### config.mk
export PLATFORM = sky130hd
export DESIGN_NAME = two_button_gesture_decoder_unit
export DESIGN_NICKNAME = d
export VERILOG_FILES = /design/src/rtl/tbgd_pkg.sv /design/src/rtl/two_button_gesture_decoder_unit.sv
export SDC_FILE = /design/constraint.sdc
export NUM_CORES = 1
export LEC_CHECK = 0
export BUFFER_PORTS_ARGS = -buffer_cell sky130_fd_sc_hd__buf_2
export CORE_MARGIN = 3
export CORE_UTILIZATION = 60
export DETAILED_ROUTE_END_ITERATION = 6
export PLACE_DENSITY = 0.78
export SETUP_SLACK_MARGIN = 0.05
export SLEW_MARGIN = 20
export SYNTH_ARGS = -nofsm -noshare
export SYNTH_HDL_FRONTEND = slang
export SYNTH_SLANG_ARGS = --single-unit
export TNS_END_PERCENT = 30
### constraint.sdc
create_clock -name clock -period 11.7 [get_ports clock]
set_clock_uncertainty 0.2 [all_clocks]
set_input_delay 2.925 -clock clock [delete_from_list [all_inputs] [get_ports clock]]
set_output_delay 2.925 -clock clock [all_outputs]
set_load 0.02 [all_outputs]
### src/rtl/tbgd_pkg.sv
`timescale 1ns / 1ps
// ----------------------------------------------------------------------------
// tbgd_pkg
// Shared types and constants of the two-button gesture decoder.
// ----------------------------------------------------------------------------
package tbgd_pkg;

   localparam int TimeWidth     = 32;
   localparam int DebounceWidth = 10;
   localparam int IntervalWidth = 10;
   localparam int HoldWidth     = 16;
   localparam int CsrIndexWidth = 2;
   localparam int CsrDataWidth  = 16;

   typedef logic [TimeWidth-1:0]     time_ms_type;
   typedef logic [CsrIndexWidth-1:0] csr_index_type;
   typedef logic [CsrDataWidth-1:0]  csr_data_type;

   localparam csr_index_type CSR_DEBOUNCE_MS      = 2'd0;
   localparam csr_index_type CSR_POLL_INTERVAL_MS = 2'd1;
   localparam csr_index_type CSR_SAVE_HOLD_MS     = 2'd2;

   localparam logic [DebounceWidth-1:0] DEBOUNCE_RESET  = 10'd20;
   localparam logic [IntervalWidth-1:0] INTERVAL_RESET  = 10'd5;
   localparam logic [HoldWidth-1:0]     SAVE_HOLD_RESET = 16'd2000;

   // one poll as held in the input stage
   typedef struct packed {
      time_ms_type now_ms;
      logic        raw_startstop;
      logic        raw_shift;
      logic        any_knob_moved;
      logic        seq_running;
   } poll_type;

endpackage

### src/rtl/two_button_gesture_decoder_unit.sv
`timescale 1ns / 1ps
// ----------------------------------------------------------------------------
// two_button_gesture_decoder_unit
// Debounces start/stop and shift buttons per poll and decodes transport,
// save and pause gestures.
// ----------------------------------------------------------------------------
//  channel | direction | handshake              | payload
//  req_    | in        | req_valid / req_stall  | now_ms, raw levels, knob, running
//  rsp_    | out       | rsp_valid / rsp_stall  | poll_taken, requests, stable levels
//  csr_    | in        | csr_valid / csr_ready  | csr_index, csr_wdata
//
//  One poll per cycle while req_stall is low; the poll sits in the input register,
//  then the decode of it loads the result register.
//  The decode state updates as the result register loads a taken poll, so the
//  next poll sees it at once.
//  Reset is synchronous and active high; it restores register defaults.
//  rsp_stall holds the result register and backs up into req_stall.
// ----------------------------------------------------------------------------
module two_button_gesture_decoder_unit (
   input  logic                   clock,
   input  logic                   reset,
   input  logic                   req_valid,
   output logic                   req_stall,
   input  tbgd_pkg::time_ms_type  req_now_ms,
   input  logic                   req_raw_startstop,
   input  logic                   req_raw_shift,
   input  logic                   req_any_knob_moved,
   input  logic                   req_seq_running,
   output logic                   rsp_valid,
   input  logic                   rsp_stall,
   output logic                   rsp_poll_taken,
   output logic                   rsp_toggle_transport,
   output logic                   rsp_stop_request,
   output logic                   rsp_save_request,
   output logic                   rsp_pause_toggle,
   output logic                   rsp_startstop_stable,
   output logic                   rsp_shift_stable,
   input  logic                   csr_valid,
   output logic                   csr_ready,
   input  tbgd_pkg::csr_index_type csr_index,
   input  tbgd_pkg::csr_data_type  csr_wdata
);
   import tbgd_pkg::*;

   // configuration
   logic [DebounceWidth-1:0] debounce_ff;
   logic [IntervalWidth-1:0] interval_ff;
   logic [HoldWidth-1:0]     hold_ff;

   // input stage
   logic     in_valid_ff;
   poll_type in_poll_ff;
   logic     in_load;

   // result stage
   logic out_valid_ff;
   logic out_load;
   logic taken_ff, toggle_ff, stop_ff, save_ff, pause_ff, ss_out_ff, sh_out_ff;

   // decode state
   logic        ss_level_ff, ss_raw_prev_ff, sh_level_ff, sh_raw_prev_ff;
   time_ms_type ss_raw_time_ff, sh_raw_time_ff, last_poll_ff, combo_time_ff;
   logic        combo_on_ff, combo_done_ff, combo_used_ff;

   logic        ss_level_in, ss_raw_prev_in, sh_level_in, sh_raw_prev_in;
   time_ms_type ss_raw_time_in, sh_raw_time_in, last_poll_in, combo_time_in;
   logic        combo_on_in, combo_done_in, combo_used_in;
   logic        taken_in, toggle_in, stop_in, save_in, pause_in;

   time_ms_type poll_gap, ss_gap, sh_gap, combo_gap;
   logic        ss_changed, sh_changed, start_combo, press, save_fire, release_combo;
   logic        on_eff, done_eff, used_eff, done_after_save;
   time_ms_type combo_time_eff;

   assign csr_ready = 1'b1;

   always_ff @(posedge clock) begin
      if (reset) begin
         debounce_ff <= DEBOUNCE_RESET;
         interval_ff <= INTERVAL_RESET;
         hold_ff     <= SAVE_HOLD_RESET;
      end else if (csr_valid && csr_ready) begin
         unique case (csr_index)
            CSR_DEBOUNCE_MS:      debounce_ff <= csr_wdata[DebounceWidth-1:0];
            CSR_POLL_INTERVAL_MS: interval_ff <= csr_wdata[IntervalWidth-1:0];
            CSR_SAVE_HOLD_MS:     hold_ff     <= csr_wdata;
            default: ;
         endcase
      end
   end

   // handshake: result register loads when empty or drained
   assign out_load  = !out_valid_ff || !rsp_stall;
   assign req_stall = in_valid_ff && !out_load;
   assign in_load   = req_valid && !req_stall;

   always_ff @(posedge clock) begin
      if (reset) begin
         in_valid_ff  <= 1'b0;
         out_valid_ff <= 1'b0;
      end else begin
         if (out_load) begin
            out_valid_ff <= in_valid_ff;
         end
         if (in_load) begin
            in_valid_ff <= 1'b1;
         end else if (out_load) begin
            in_valid_ff <= 1'b0;
         end
      end
   end

   always_ff @(posedge clock) begin
      if (in_load) begin
         in_poll_ff <= '{now_ms: req_now_ms, raw_startstop: req_raw_startstop,
                         raw_shift: req_raw_shift, any_knob_moved: req_any_knob_moved,
                         seq_running: req_seq_running};
      end
   end

   // decode one poll
   always_comb begin
      poll_gap  = in_poll_ff.now_ms - last_poll_ff;
      ss_gap    = in_poll_ff.now_ms - ss_raw_time_ff;
      sh_gap    = in_poll_ff.now_ms - sh_raw_time_ff;
      taken_in  = poll_gap >= TimeWidth'(interval_ff);

      // debounce: restart the timer on a raw edge, else adopt after the hold
      ss_changed     = in_poll_ff.raw_startstop != ss_raw_prev_ff;
      sh_changed     = in_poll_ff.raw_shift != sh_raw_prev_ff;
      ss_raw_prev_in = in_poll_ff.raw_startstop;
      sh_raw_prev_in = in_poll_ff.raw_shift;
      ss_raw_time_in = ss_changed ? in_poll_ff.now_ms : ss_raw_time_ff;
      sh_raw_time_in = sh_changed ? in_poll_ff.now_ms : sh_raw_time_ff;
      ss_level_in    = ss_level_ff;
      sh_level_in    = sh_level_ff;
      if (!ss_changed && ss_gap >= TimeWidth'(debounce_ff)) begin
         ss_level_in = in_poll_ff.raw_startstop;
      end
      if (!sh_changed && sh_gap >= TimeWidth'(debounce_ff)) begin
         sh_level_in = in_poll_ff.raw_shift;
      end

      press          = ss_level_in && !ss_level_ff;
      start_combo    = press && sh_level_in;
      toggle_in      = press && !sh_level_in;
      on_eff         = combo_on_ff || start_combo;
      done_eff       = combo_done_ff && !start_combo;
      used_eff       = combo_used_ff && !start_combo;
      combo_time_eff = start_combo ? in_poll_ff.now_ms : combo_time_ff;
      combo_gap      = in_poll_ff.now_ms - combo_time_eff;

      save_fire       = on_eff && !done_eff && !used_eff &&
                        combo_gap >= TimeWidth'(hold_ff);
      save_in         = save_fire;
      stop_in         = save_fire && in_poll_ff.seq_running;
      done_after_save = done_eff || save_fire;

      release_combo = on_eff && (!ss_level_in || !sh_level_in);
      pause_in      = release_combo && !done_after_save && !used_eff;

      combo_on_in   = on_eff && !release_combo;
      combo_done_in = done_after_save && !release_combo;
      combo_used_in = (used_eff && !release_combo) ||
                      (sh_level_in && in_poll_ff.any_knob_moved);
      combo_time_in = combo_time_eff;
      last_poll_in  = in_poll_ff.now_ms;
   end

   // state advances only on a taken poll leaving the input stage
   always_ff @(posedge clock) begin
      if (reset) begin
         ss_level_ff    <= 1'b0;
         ss_raw_prev_ff <= 1'b0;
         ss_raw_time_ff <= '0;
         sh_level_ff    <= 1'b0;
         sh_raw_prev_ff <= 1'b0;
         sh_raw_time_ff <= '0;
         last_poll_ff   <= '0;
         combo_on_ff    <= 1'b0;
         combo_time_ff  <= '0;
         combo_done_ff  <= 1'b0;
         combo_used_ff  <= 1'b0;
      end else if (in_valid_ff && out_load && taken_in) begin
         ss_level_ff    <= ss_level_in;
         ss_raw_prev_ff <= ss_raw_prev_in;
         ss_raw_time_ff <= ss_raw_time_in;
         sh_level_ff    <= sh_level_in;
         sh_raw_prev_ff <= sh_raw_prev_in;
         sh_raw_time_ff <= sh_raw_time_in;
         last_poll_ff   <= last_poll_in;
         combo_on_ff    <= combo_on_in;
         combo_time_ff  <= combo_time_in;
         combo_done_ff  <= combo_done_in;
         combo_used_ff  <= combo_used_in;
      end
   end

   always_ff @(posedge clock) begin
      if (in_valid_ff && out_load) begin
         taken_ff  <= taken_in;
         toggle_ff <= taken_in && toggle_in;
         stop_ff   <= taken_in && stop_in;
         save_ff   <= taken_in && save_in;
         pause_ff  <= taken_in && pause_in;
         ss_out_ff <= taken_in ? ss_level_in : ss_level_ff;
         sh_out_ff <= taken_in ? sh_level_in : sh_level_ff;
      end
   end

   assign rsp_valid            = out_valid_ff;
   assign rsp_poll_taken       = taken_ff;
   assign rsp_toggle_transport = toggle_ff;
   assign rsp_stop_request     = stop_ff;
   assign rsp_save_request     = save_ff;
   assign rsp_pause_toggle     = pause_ff;
   assign rsp_startstop_stable = ss_out_ff;
   assign rsp_shift_stable     = sh_out_ff;

endmodule

==> results by group, run 1 <==
Power
  – Comb power frac: 28.9%
  – Leakage Power: 7.68 nW
  – Fraction of power consumed by the clock network: a little over a third
  – NetSw: roughly 0.77 mW
  – Share of power burned in registers: 35.7%
  – Sw frac: around 33%
  – Pwr Total: between 2 and 2.5 mW
  – Peak ir drop on the vdd network: 0.138 mV
  – Cell internal power dissipation: 1.55 mW
  – Power per standard cell area: about 120 nW/um2

Flow run
  – Maximum Capacitance Violations: 0

Setup path
  – Critical path class: flip-flop to flip-flop
  – Critical Path AT: around 11 ns
  – Kind of start point of the critical path: flip-flop
  – Max Fanout on Critical Path: 8
  – Biggest cell delay along the critical path: approximately 0.57 ns
  – Slowest library cell on the worst path: sky130_fd_sc_hd__or4_4
  – Required time at the worst-slack endpoint: 11.88 ns
  – Number of cells traversed by the worst register-to-register path: 50
  – Critical path capture point type: flip-flop
  – CP Launch Point: last_poll_in[1]$_DFFE_PP_
  – Launch instance of the worst register-to-register path: last_poll_in[1]$_DFFE_PP_

Floorplanning
  – Number of primary I/O pins: 69
  – Full die area: 30400 um2
  – Site Rows: 60
  – Core area: between 20000 and 30000 um2
  – Die width: between 150 and 200 um
  – Starting density of the core: about three fifths
  – Die height: between 150 and 200 um

Synthesis
  – Fraction of the mapped netlist area in simple logic gates: ~18%
  – Post-synth ARST share: 0%
  – Number of synthesized flops with an enable pin: between 40 and 50
  – Sequential share of the synthesized area: between 20 and 30%
  – Top-area cell type share of the netlist area: approximately 20%
  – Synthesized Nets: approximately 2300
  – Number of synthesized register bits: approximately 220
  – Most instantiated flip-flop cell in the synthesis netlist: sky130_fd_sc_hd__dfxtp_1
  – Post-Syn Instances: ~2100
  – Multiplexer share of the synthesized area: between 8 and 9%
  – Biggest area contributors in the synthesized netlist: sky130_fd_sc_hd__dfxtp_1, sky130_fd_sc_hd__ha_1, sky130_fd_sc_hd__mux2i_1
  – Post-synthesis instance area: ~17000 um2
  – XOR/XNOR Fraction of Synth Area: 3.35%
  – Number of warning messages in the yosys log: 0
  – Largest family of logic cells by synthesized area: compound AO/OA/AOI/OAI gates
  – Compound-Gate Fraction of Synth Area: a little under a quarter
  – Avg Cell Area, Syn: 8.16 um2
  – Largest area contributor in the netlist: sky130_fd_sc_hd__dfxtp_1
  – Adder-Cell Fraction of Synth Area: about an eighth
  – Unique cell type count in the Yosys netlist: 91

Drt
  – Number of vias in the routed layout: between 15000 and 20000
  – Via density per instance: between 6 and 7
  – Average wire length per cell after detail routing: 19.5 um
  – Detail Route Antenna Nets: 0
  – First-pass detailed-route iteration total: 5
  – Number of DRC violations after detailed-routing iteration 0: 1379
  – Residual DRC count: 0
  – Sum of routed wire length over all layers: ~50000 um

Clock tree
  – Total number of clock tree sinks: between 200 and 250
  – Cts bufs inserted: 25
  – TritonCTS clock tree: yes
  – H-tree level count: 1
  – Number of buffers on the longest clock path: 3
  – Cell at the root of the clock tree: sky130_fd_sc_hd__clkbuf_16
  – Clock network latency to the later pin of the worst-skew pair: 0.55 ns
  – Clock slew at the register clock pins of the worst setup and hold paths: approximately 0.060 ns
  – Hold Buf Count CTS: 0

Global routing
  – Global route overflow: 0
  – GRT Overall Usage: a little under a third
  – First-pass GRT wire length: roughly 78000 um
  – Antenna violations before repair: 0
  – Maximum number of pins on one net before global-route repair: between 100 and 150
  – Via count of the first global-routing pass: between 10000 and 15000

Final layout
  – Share of layout cells above drive strength 1: a little under a tenth
  – Number of antenna repair diodes: 0
  – Most common library cell in the layout ignoring fill and taps: sky130_fd_sc_hd__nor2_1
  – Syn-to-layout area delta: 10.4%
  – Commonest cells after routing, fill and taps aside: sky130_fd_sc_hd__nor2_1, sky130_fd_sc_hd__inv_1, sky130_fd_sc_hd__dfxtp_1, sky130_fd_sc_hd__ha_1, sky130_fd_sc_hd__mux2i_1
  – Fillers: 2299
  – Final-stage net count: ~2400

STA
  – Transition time at the pin with the least slew margin: around 1.2 ns
  – Final worst path period need: 11.02 ns
  – Minimum hold slack: 0.260 ns
  – Final critical-path share of the clock period: 94.2%
  – Final setup vio count: 0
  – Max frequency: about 0.091 GHz
  – Final-report max-slew violation count: 0
  – Final Hold Vio Count: 0
  – Slew headroom: 19.7%

Place
  – Count of input and output buffers: between 60 and 70
  – Placed wire-length estimate after detailed placement: between 30000 and 40000 um
  – Placer Congestion: around 1

Min path
  – Hold Path Class: flip-flop to flip-flop
  – Cells on Worst Hold Path: 2
  – Source of the worst hold timing path: hold_ff[2]$_SDFFE_PP0P_

Run status
  – Result of the run: finished, final reports clean
[power by group through the flow]
stage | combinational [mW] | clock (mW) | sequential (mW)
detailed placement | 0.640 | 0 | 0.845
floorplan | 0.482 | 0 | 0.833
global placement | 0.629 | 0 | 0.844
CTS | 0.647 | 0.828 | 0.830
finish | 0.670 | 0.821 | 0.830
global route | 0.743 | 0.859 | 0.833
[kinds of logic (layout without fill, tap and decap cells)]
group / Yosys count / after routing
AO/OA/AOI/OAI: 564 / 564
XOR/XNOR: 65 / 65
adder cells (fa/ha/maj): 172 / 172
buffers and inverters: 252 / 327
flip-flops: 216 / 216
multiplexers: 151 / 151
other: 1 / 1
AND/OR/NAND/NOR: 660 / 660
[cells in the mapped netlist (all sizes together) (8+ instances only)]
cell,count
nor2,283
inv,176
dfxtp,173
ha,167
mux2i,146
a21oi,143
nand2,137
o21ai,103
a21o,60
clkbuf,59
a211oi,46
edfxtp,43
xnor2,37
nor3,35
nand3,34
nand2b,31
o21a,29
xor2,28
nand4,22
o211ai,22
a211o,19
and3,18
buf,17
o31ai,17
o21bai,16
or3,16
a31oi,14
nor4,14
nor2b,13
a21boi,11
nand3b,10
o2111ai,10
or4,9
and4,8
nor3b,8
[critical path, delay by kind of cell (launching register included)]
family | cells | cell delay (ns)
fa+ha+maj | 4 | 1.13
compound gates | 27 | 4.81
buf+inv | 4 | 0.64
mux | 1 | 0.25
flops | 1 | 0.51
xor+xnor | 2 | 0.31
simple gates | 12 | 2.99
[area by class of cell]
class / count / area [um2] / area share, %
clock buffers: 29 / 661 / 3.52
clock inverters: 17 / 194 / 1.03
inverters: 176 / 661 / 3.52
multi-input cells: 1613 / 11400 / 60.7
flip-flops and latches: 216 / 4750 / 25.4
well taps: 372 / 465 / 2.48
repair buffers: 105 / 639 / 3.41
[sequential cells by signal (all words and copies together) (netlist names), 2 cells and up]
| name | count |
|---|---|
| debounce_ff | 10 |
| combo_time_ff | 32 |
| last_poll_in | 32 |
| ss_raw_time_ff | 32 |
| sh_raw_time_ff | 32 |
| interval_ff | 10 |
| last_poll_ff | 32 |
| hold_ff | 16 |
| in_poll_ff | 2 |
[metal layers]
metal | vias up | part of all wire [%] | global-route usage (%)
li1 | 7630 | - | -
met1 | 7363 | 44 | 43.6
met2 | 608 | 43 | 49.2
met3 | 124 | 7.8 | 5.20
met4 | 0 | 4.3 | 12.1
met5 | - | 0 | 0
[per-stage QoR]
step / area, um2 / std cells / setup TNS [ns] / setup WS [ns] / util, %
finish: 18700 / 2528 / 0 / 0.683 / 68.4
global route: 18700 / 2528 / -0.0875 / -0.0805 / 68.4
CTS: 18500 / 2509 / 0 / 0.0505 / 67.5
global placement: 17700 / 2463 / 0 / 0.700 / 64.4
floorplan: 17000 / 2081 / 0 / 1.35 / -
detailed placement: 17700 / 2463 / 0 / 0.137 / 64.4
[worst paths after layout]
check                                    end  slack, ns
setup / recovery  rsp_pause_toggle$_DFFE_PP_       0.68
hold / removal       hold_ff[2]$_SDFFE_PP0P_       0.26
setup reg to reg  rsp_pause_toggle$_DFFE_PP_       0.68
hold reg to reg      hold_ff[2]$_SDFFE_PP0P_       0.26
[repair_timing]
item,CTS,global route
gates resized for setup,0,30
endpoints found under the setup margin,0,4
hold endpoints to repair,0,0
buffers inserted,0,19
Note: power is estimated with default switching activity, not from simulation.
==> inputs of run 2 (changes only) <==
Settings changed: CELL_PAD_IN_SITES_DETAIL_PLACEMENT from default to 1, CELL_PAD_IN_SITES_GLOBAL_PLACEMENT from default to 2, CORE_UTILIZATION 60 to 39, PLACE_DENSITY 0.78 to default, PLACE_DENSITY_LB_ADDON from default to 0.1.
==> run 2 against run 1 <==
- cell count grew 8.7%
- largest power group is now the clock network
- highest routed layer unchanged
- core utilization is 23 points lower
- die area grew 52%
==> results by group, run 2 (same netlist as run 1, synthesis figures left out) <==
Drt
  – Sum of routed wire length over all layers: 57500 um (+17%)
  – Number of vias in the routed layout: 15533 (-1.2%)
  – Residual DRC count: 0 (unchanged)
  – Via density per instance: 5.65 (-9.2%)
  – Number of DRC violations after detailed-routing iteration 0: 786 (-43%)
  – Average wire length per cell after detail routing: 20.9 um (+7.3%)
  – Detail Route Antenna Nets: 0 (unchanged)
  – First-pass detailed-route iteration total: 5 (unchanged)

Floorplanning
  – Core area: 42500 um2 (+55%)
  – Die height: 215 um (+23%)
  – Full die area: 46100 um2 (+52%)
  – Site Rows: 75 (+25%)
  – Starting density of the core: 40.0% (-22 points)
  – Number of primary I/O pins: 69 (unchanged)
  – Die width: 215 um (+23%)

Clock tree
  – TritonCTS clock tree: yes
  – Cts bufs inserted: 29 (+16%)
  – Clock network latency to the later pin of the worst-skew pair: 0.57 ns (+0.02 ns)
  – Number of buffers on the longest clock path: 3 (unchanged)
  – Total number of clock tree sinks: 216 (unchanged)
  – Hold Buf Count CTS: 0 (unchanged)
  – H-tree level count: 1 (unchanged)
  – Cell at the root of the clock tree: sky130_fd_sc_hd__clkbuf_16
  – Clock slew at the register clock pins of the worst setup and hold paths: 0.06 ns (about the same)

Global routing
  – First-pass GRT wire length: 89300 um (+15%)
  – Via count of the first global-routing pass: 15332 (+4.0%)
  – Global route overflow: 0 (unchanged)
  – Maximum number of pins on one net before global-route repair: 103 (-4.6%)
  – GRT Overall Usage: 24.2% (-7.3 points)
  – Antenna violations before repair: 1 (+1)

Power
  – Power per standard cell area: 125 nW/um2 (+0.59%)
  – Leakage Power: 7.74 nW (+0.86%)
  – Peak ir drop on the vdd network: 0.102 mV (-26%)

Setup path
  – Required time at the worst-slack endpoint: 11.89 ns (about the same)
  – Max Fanout on Critical Path: 7 (-1)
  – Slowest library cell on the worst path: sky130_fd_sc_hd__edfxtp_1
  – Critical path class: flip-flop to flip-flop
  – Critical path capture point type: flip-flop
  – Critical Path AT: 11.26 ns (+0.07 ns)
  – Count of buffer and inverter cells on the critical path: 3 (-1)
  – Family with the most delay on the worst path: compound AO/OA/AOI/OAI gates
  – Biggest cell delay along the critical path: 0.45 ns (-0.12 ns)
  – Kind of start point of the critical path: flip-flop

Run status
  – Result of the run: finished, final reports clean

STA
  – Transition time at the pin with the least slew margin: 1.07 ns (-0.133 ns)
  – Final-report max-slew violation count: 0 (unchanged)
  – Max frequency: 0.0904 GHz (-0.42%)
  – Final critical-path share of the clock period: 94.6% (+0.40 points)
  – Slew headroom: 28.8% (+9.1 points)
  – Final Hold Vio Count: 0 (unchanged)
  – Minimum hold slack: 0.258 ns (-0.00186 ns)
  – Final setup vio count: 0 (unchanged)
  – Final worst path period need: 11.06 ns (+0.0463 ns)

Final layout
  – Most common library cell in the layout ignoring fill and taps: sky130_fd_sc_hd__nor2_1
  – Syn-to-layout area delta: 12.7%
  – Fillers: 5151 (+120%)
  – Number of antenna repair diodes: 0 (unchanged)
  – Total area of multi-input combinational cells: 11400 um2 (+0.20%)
  – Final-stage net count: 2379 (+0.51%)
  – Total area of sequential cells: 4750 um2 (unchanged)
  – Final std cell area, no fill: 19100 um2 (+2.1%)
  – Share of layout cells above drive strength 1: 10.2% (+0.71 points)
  – Commonest cells after routing, fill and taps aside: sky130_fd_sc_hd__nor2_1, sky130_fd_sc_hd__inv_1, sky130_fd_sc_hd__dfxtp_1, sky130_fd_sc_hd__ha_1, sky130_fd_sc_hd__mux2i_1

Place
  – Placer Congestion: 0.888 (-10%)
  – Post-placement cell area: 18000 um2 (+1.9%)
  – Placed wire-length estimate after detailed placement: 44200 um (+19%)
  – Count of input and output buffers: 67 (unchanged)

Min path
  – Hold Path Class: flip-flop to flip-flop

Flow run
  – Maximum Capacitance Violations: 0 (unchanged)
[run 2: cell types whose count changed in the layout (fill, tap and decap cells not counted), sizes merged]
| cell | delta |
|---|---|
| buf | +8 |
| bufinv | -2 |
| clkbuf | +8 |
| clkinv | +2 |
[run 2: routing by layer]
metal / up-vias / part of all wire, % / track usage [%]
met2: 219 / 45 / 39.1
met3: 47 / 3.2 / 2.65
met5: - / 0 / 0
li1: 7649 / - / -
met4: 0 / 1.5 / 3.90
met1: 7618 / 50 / 35.2
[run 2: timing repair]
item / 4_1_cts / 5_1_grt
resized for setup: 3 / 31
setup buffers: 2 / 15
pin swaps: 2 / 9
setup endpoints to repair: 4 / 4
[run 2: final timing paths]
path                                 to  slack [ns]  cells past startpoint                 startpoint
min reg2reg    hold_ff[14]$_SDFFE_PP0P_        0.26                      2   hold_ff[14]$_SDFFE_PP0P_
max reg2reg  rsp_pause_toggle$_DFFE_PP_        0.64                     52  last_poll_in[0]$_DFFE_PP_
min            hold_ff[14]$_SDFFE_PP0P_        0.26                      2   hold_ff[14]$_SDFFE_PP0P_
max          rsp_pause_toggle$_DFFE_PP_        0.64                     52  last_poll_in[0]$_DFFE_PP_
[run 2: worst min-delay path, delay by kind of cell (launching register included)]
kind / cells / cell delay (ns)
AO/OA/AOI/OAI: 1 / 0.05
flip-flops: 1 / 0.30
AND/OR/NAND/NOR: 1 / 0.05
[run 2: metrics by stage]
| step | util, % | setup TNS, ns | cells | setup WS [ns] | power [mW] |
|---|---|---|---|---|---|
| after global placement | 42.3 | 0 | 2678 | 0.394 | 1.50 |
| after CTS | 44.5 | 0 | 2734 | 0.123 | 2.40 |
| after global routing | 45.0 | -0.0436 | 2749 | -0.0436 | 2.53 |
| after detailed placement | 42.3 | -0.848 | 2678 | -0.281 | 1.51 |
| after floorplan | - | 0 | 2081 | 1.35 | 1.31 |
| final | 45.0 | 0 | 2749 | 0.637 | 2.38 |
[run 2: where the power goes]
group	leakage, nW	internal, mW	total, mW	switching (mW)
logic	5.47	0.271	0.695	0.423
clock network	0.447	0.504	0.863	0.358
registers	1.83	0.795	0.826	0.0306
[run 2: layout make-up]
cell class	instances	share of cell area (%)
Multi-Input combinational cell	1613	59.5
Timing Repair Buffer	113	3.66
Sequential cell	216	24.8
Clock inverter	17	0.732
Clock buffer	37	4.00
Inverter	176	3.45
Tap cell	577	3.77
==> inputs of run 3 (changes only) <==
Settings changed: CORE_ASPECT_RATIO from default to 1.25, REMOVE_ABC_BUFFERS from default to 1.
==> run 3 against run 2 <==
- sequential power hardly changed
- sequential share of layout area rose by 0.060 points
- global-route usage increased by 0.75 points
- clock power down 0.9%
- fmax is 1.2% higher
- core utilization decreased by 0.17 points
- critical endpoint unchanged
==> results by group, run 3 (same netlist as run 1, synthesis figures left out) <==
Clock tree
  – TritonCTS clock tree: yes
  – Cts bufs inserted: 27 (-6.9%)
  – Cell at the root of the clock tree: sky130_fd_sc_hd__clkbuf_16
  – Clock network latency to the later pin of the worst-skew pair: 0.56 ns (about the same)
  – Number of buffers on the longest clock path: 3 (unchanged)
  – H-tree level count: 1 (unchanged)
  – Total number of clock tree sinks: 216 (unchanged)
  – Clock slew at the register clock pins of the worst setup and hold paths: 0.06 ns (about the same)

Drt
  – Length of routed wiring on met1: 26400 um (-8.8%)
  – Average wire length per cell after detail routing: 21.4 um (+2.1%)
  – First-pass detailed-route iteration total: 5 (unchanged)
  – Number of DRC violations after detailed-routing iteration 0: 727 (-7.5%)
  – Residual DRC count: 0 (unchanged)
  – Metal2 WL: 28200 um (+8.7%)
  – Number of vias in the routed layout: 15523 (-0.064%)
  – Max layer used: met5
  – Sum of routed wire length over all layers: 58200 um (+1.2%)
  – Detail Route Antenna Nets: 0 (unchanged)
  – Wire length on met3: 2090 um (+15%)
  – Via density per instance: 5.70 (+0.85%)

Final layout
  – Final-stage net count: 2375 (-0.17%)
  – Most common library cell in the layout ignoring fill and taps: sky130_fd_sc_hd__nor2_1
  – Final std cell area, no fill: 19100 um2 (-0.24%)
  – Syn-to-layout area delta: 12.4%
  – Number of antenna repair diodes: 0 (unchanged)
  – Commonest cells after routing, fill and taps aside: sky130_fd_sc_hd__nor2_1, sky130_fd_sc_hd__inv_1, sky130_fd_sc_hd__dfxtp_1, sky130_fd_sc_hd__ha_1, sky130_fd_sc_hd__mux2i_1
  – Share of layout cells above drive strength 1: 10.2% (-0.013 points)

Setup path
  – Critical path class: flip-flop to flip-flop
  – Crit Reg-Reg Endpoint: rsp_pause_toggle$_DFFE_PP_
  – CP Launch Point: last_poll_in[0]$_DFFE_PP_
  – Required time at the worst-slack endpoint: 11.89 ns (about the same)
  – Launch instance of the worst register-to-register path: last_poll_in[0]$_DFFE_PP_
  – Biggest cell delay along the critical path: 0.43 ns (-0.02 ns)
  – Number of cells traversed by the worst register-to-register path: 54 (+3.8%)
  – CP most frequent cell: sky130_fd_sc_hd__o21ai_0
  – Endpoint of the most critical setup path: rsp_pause_toggle$_DFFE_PP_
  – Kind of start point of the critical path: flip-flop
  – Slowest library cell on the worst path: sky130_fd_sc_hd__edfxtp_1
  – R2R setup slack: 0.77 ns (+0.13 ns)
  – Critical path capture point type: flip-flop
  – Critical Path AT: 11.12 ns (-0.14 ns)
  – Max Fanout on Critical Path: 7 (unchanged)

Power
  – Fraction of power consumed by the clock network: 36.0% (-0.2 points)
  – Peak ir drop on the vdd network: 0.107 mV (+5.2%)
  – Power per standard cell area: 124 nW/um2 (-0.12%)
  – Cell internal power dissipation: 1.57 mW (+0.22%)
  – Sw frac: 33.7% (-0.38 points)
  – Share of power burned in registers: 34.8% (about the same)
  – Leakage Power: 7.71 nW (-0.41%)
  – Comb power frac: 29.2% (about the same)
  – NetSw: 0.800 mW (-1.5%)

Floorplanning
  – Number of primary I/O pins: 69 (unchanged)
  – Die width: 193 um (-10%)
  – Die height: 239 um (+11%)
  – Core area: 42600 um2 (+0.13%)
  – Site Rows: 84 (+12%)
  – Starting density of the core: 39.9% (-0.053 points)
  – Full die area: 46100 um2 (about the same)

STA
  – Slew headroom: 35.0% (+6.2 points)
  – Transition time at the pin with the least slew margin: 0.969 ns (-0.0989 ns)
  – Final Hold Vio Count: 0 (unchanged)
  – Final critical-path share of the clock period: 93.4% (-1.1 points)
  – Max frequency: 0.0915 GHz (+1.2%)
  – Minimum hold slack: 0.255 ns (-0.00379 ns)
  – Final setup TNS: 0 ns (unchanged)
  – Final setup vio count: 0 (unchanged)
  – RSZ-0062 raised after global routing: no
  – Final worst path period need: 10.93 ns (-0.134 ns)
  – Final-report max-slew violation count: 0 (unchanged)
  – Setup WS post-layout: 0.771 ns (+0.134 ns)

Place
  – Placed wire-length estimate after detailed placement: 44800 um (+1.5%)
  – Post-placement cell area: 18000 um2 (-0.13%)
  – Placer Congestion: 0.905 (+2.0%)
  – DP Worst Slack: -0.0895 ns (+0.192 ns)
  – Count of input and output buffers: 67 (unchanged)

Run status
  – Result of the run: finished, final reports clean

Min path
  – Source of the worst hold timing path: hold_ff[2]$_SDFFE_PP0P_
  – Hold Path Class: flip-flop to flip-flop

Global routing
  – Global route overflow: 0 (unchanged)
  – GRT Overall Usage: 24.9% (+0.75 points)
  – Maximum number of pins on one net before global-route repair: 98 (-4.9%)
  – Antenna violations before repair: 1 (unchanged)
  – Via count of the first global-routing pass: 15799 (+3.0%)
  – First-pass GRT wire length: 90200 um (+0.96%)

Flow run
  – Maximum Capacitance Violations: 0 (unchanged)
==> run 3: worst min-delay path by stage <==
stage / endpoint / slack (ns) / cells past startpoint
final: hold_ff[2]$_SDFFE_PP0P_ / 0.25 / 2
after global routing: hold_ff[1]$_SDFFE_PP0P_ / 0.27 / 2
after CTS: hold_ff[15]$_SDFFE_PP0P_ / 0.25 / 2
after detailed placement: hold_ff[15]$_SDFFE_PP0P_ / 0.25 / 2
after global placement: hold_ff[13]$_SDFFE_PP0P_ / 0.24 / 2
after floorplan: hold_ff[11]$_SDFFE_PP0P_ / 0.23 / 2
==> run 3: critical path, delay by kind of cell (launching register included) <==
family	cells	cell delay [ns]
DFF	1	0.43
and+or+nand+nor	16	3.45
xor gates and xnor gates	2	0.24
AOI/OAI and AO/OA	26	4.34
buffers and inverters	4	0.50
adders and majority gates	6	1.62
==> run 3: timing repair <==
item,in CTS,in global routing
buffers inserted,1,14
hold buffers,0,0
setup endpoints to repair,4,4
cloned,0,0
pin swaps,2,15
gates resized for setup,1,36
==> run 3: layout make-up <==
cell class	count	area, um2
sequential	216	4750
fill	5164	23500
clock inverter	15	155
multi-input combinational	1613	11400
clock buffer	34	732
inverter	176	661
timing repair buffer	111	683
tap	559	699
==> run 3: per-stage QoR <==
step | utilization (%) | instances | total power [mW]
3_5_place_dp | 42.2 | 2660 | 1.52
4_1_cts | 44.3 | 2710 | 2.39
3_3_place_gp | 42.2 | 2660 | 1.50
5_1_grt | 44.8 | 2724 | 2.51
6_report | 44.8 | 2724 | 2.37
2_1_floorplan | - | 2005 | 1.31
==> run 3: power groups by stage <==
stage	clock network (mW)	logic [mW]	registers [mW]
6_report	0.855	0.693	0.827
3_5_place_dp	0	0.673	0.843
5_1_grt	0.909	0.773	0.831
2_1_floorplan	0	0.475	0.834
4_1_cts	0.884	0.680	0.828
3_3_place_gp	0	0.660	0.842
==> run 3: routing by layer <==
metal / up-vias / track usage [%]
met5: - / 0
met2: 258 / 43.9
met1: 7561 / 32.3
met3: 76 / 2.74
li1: 7626 / -
met4: 2 / 6.47
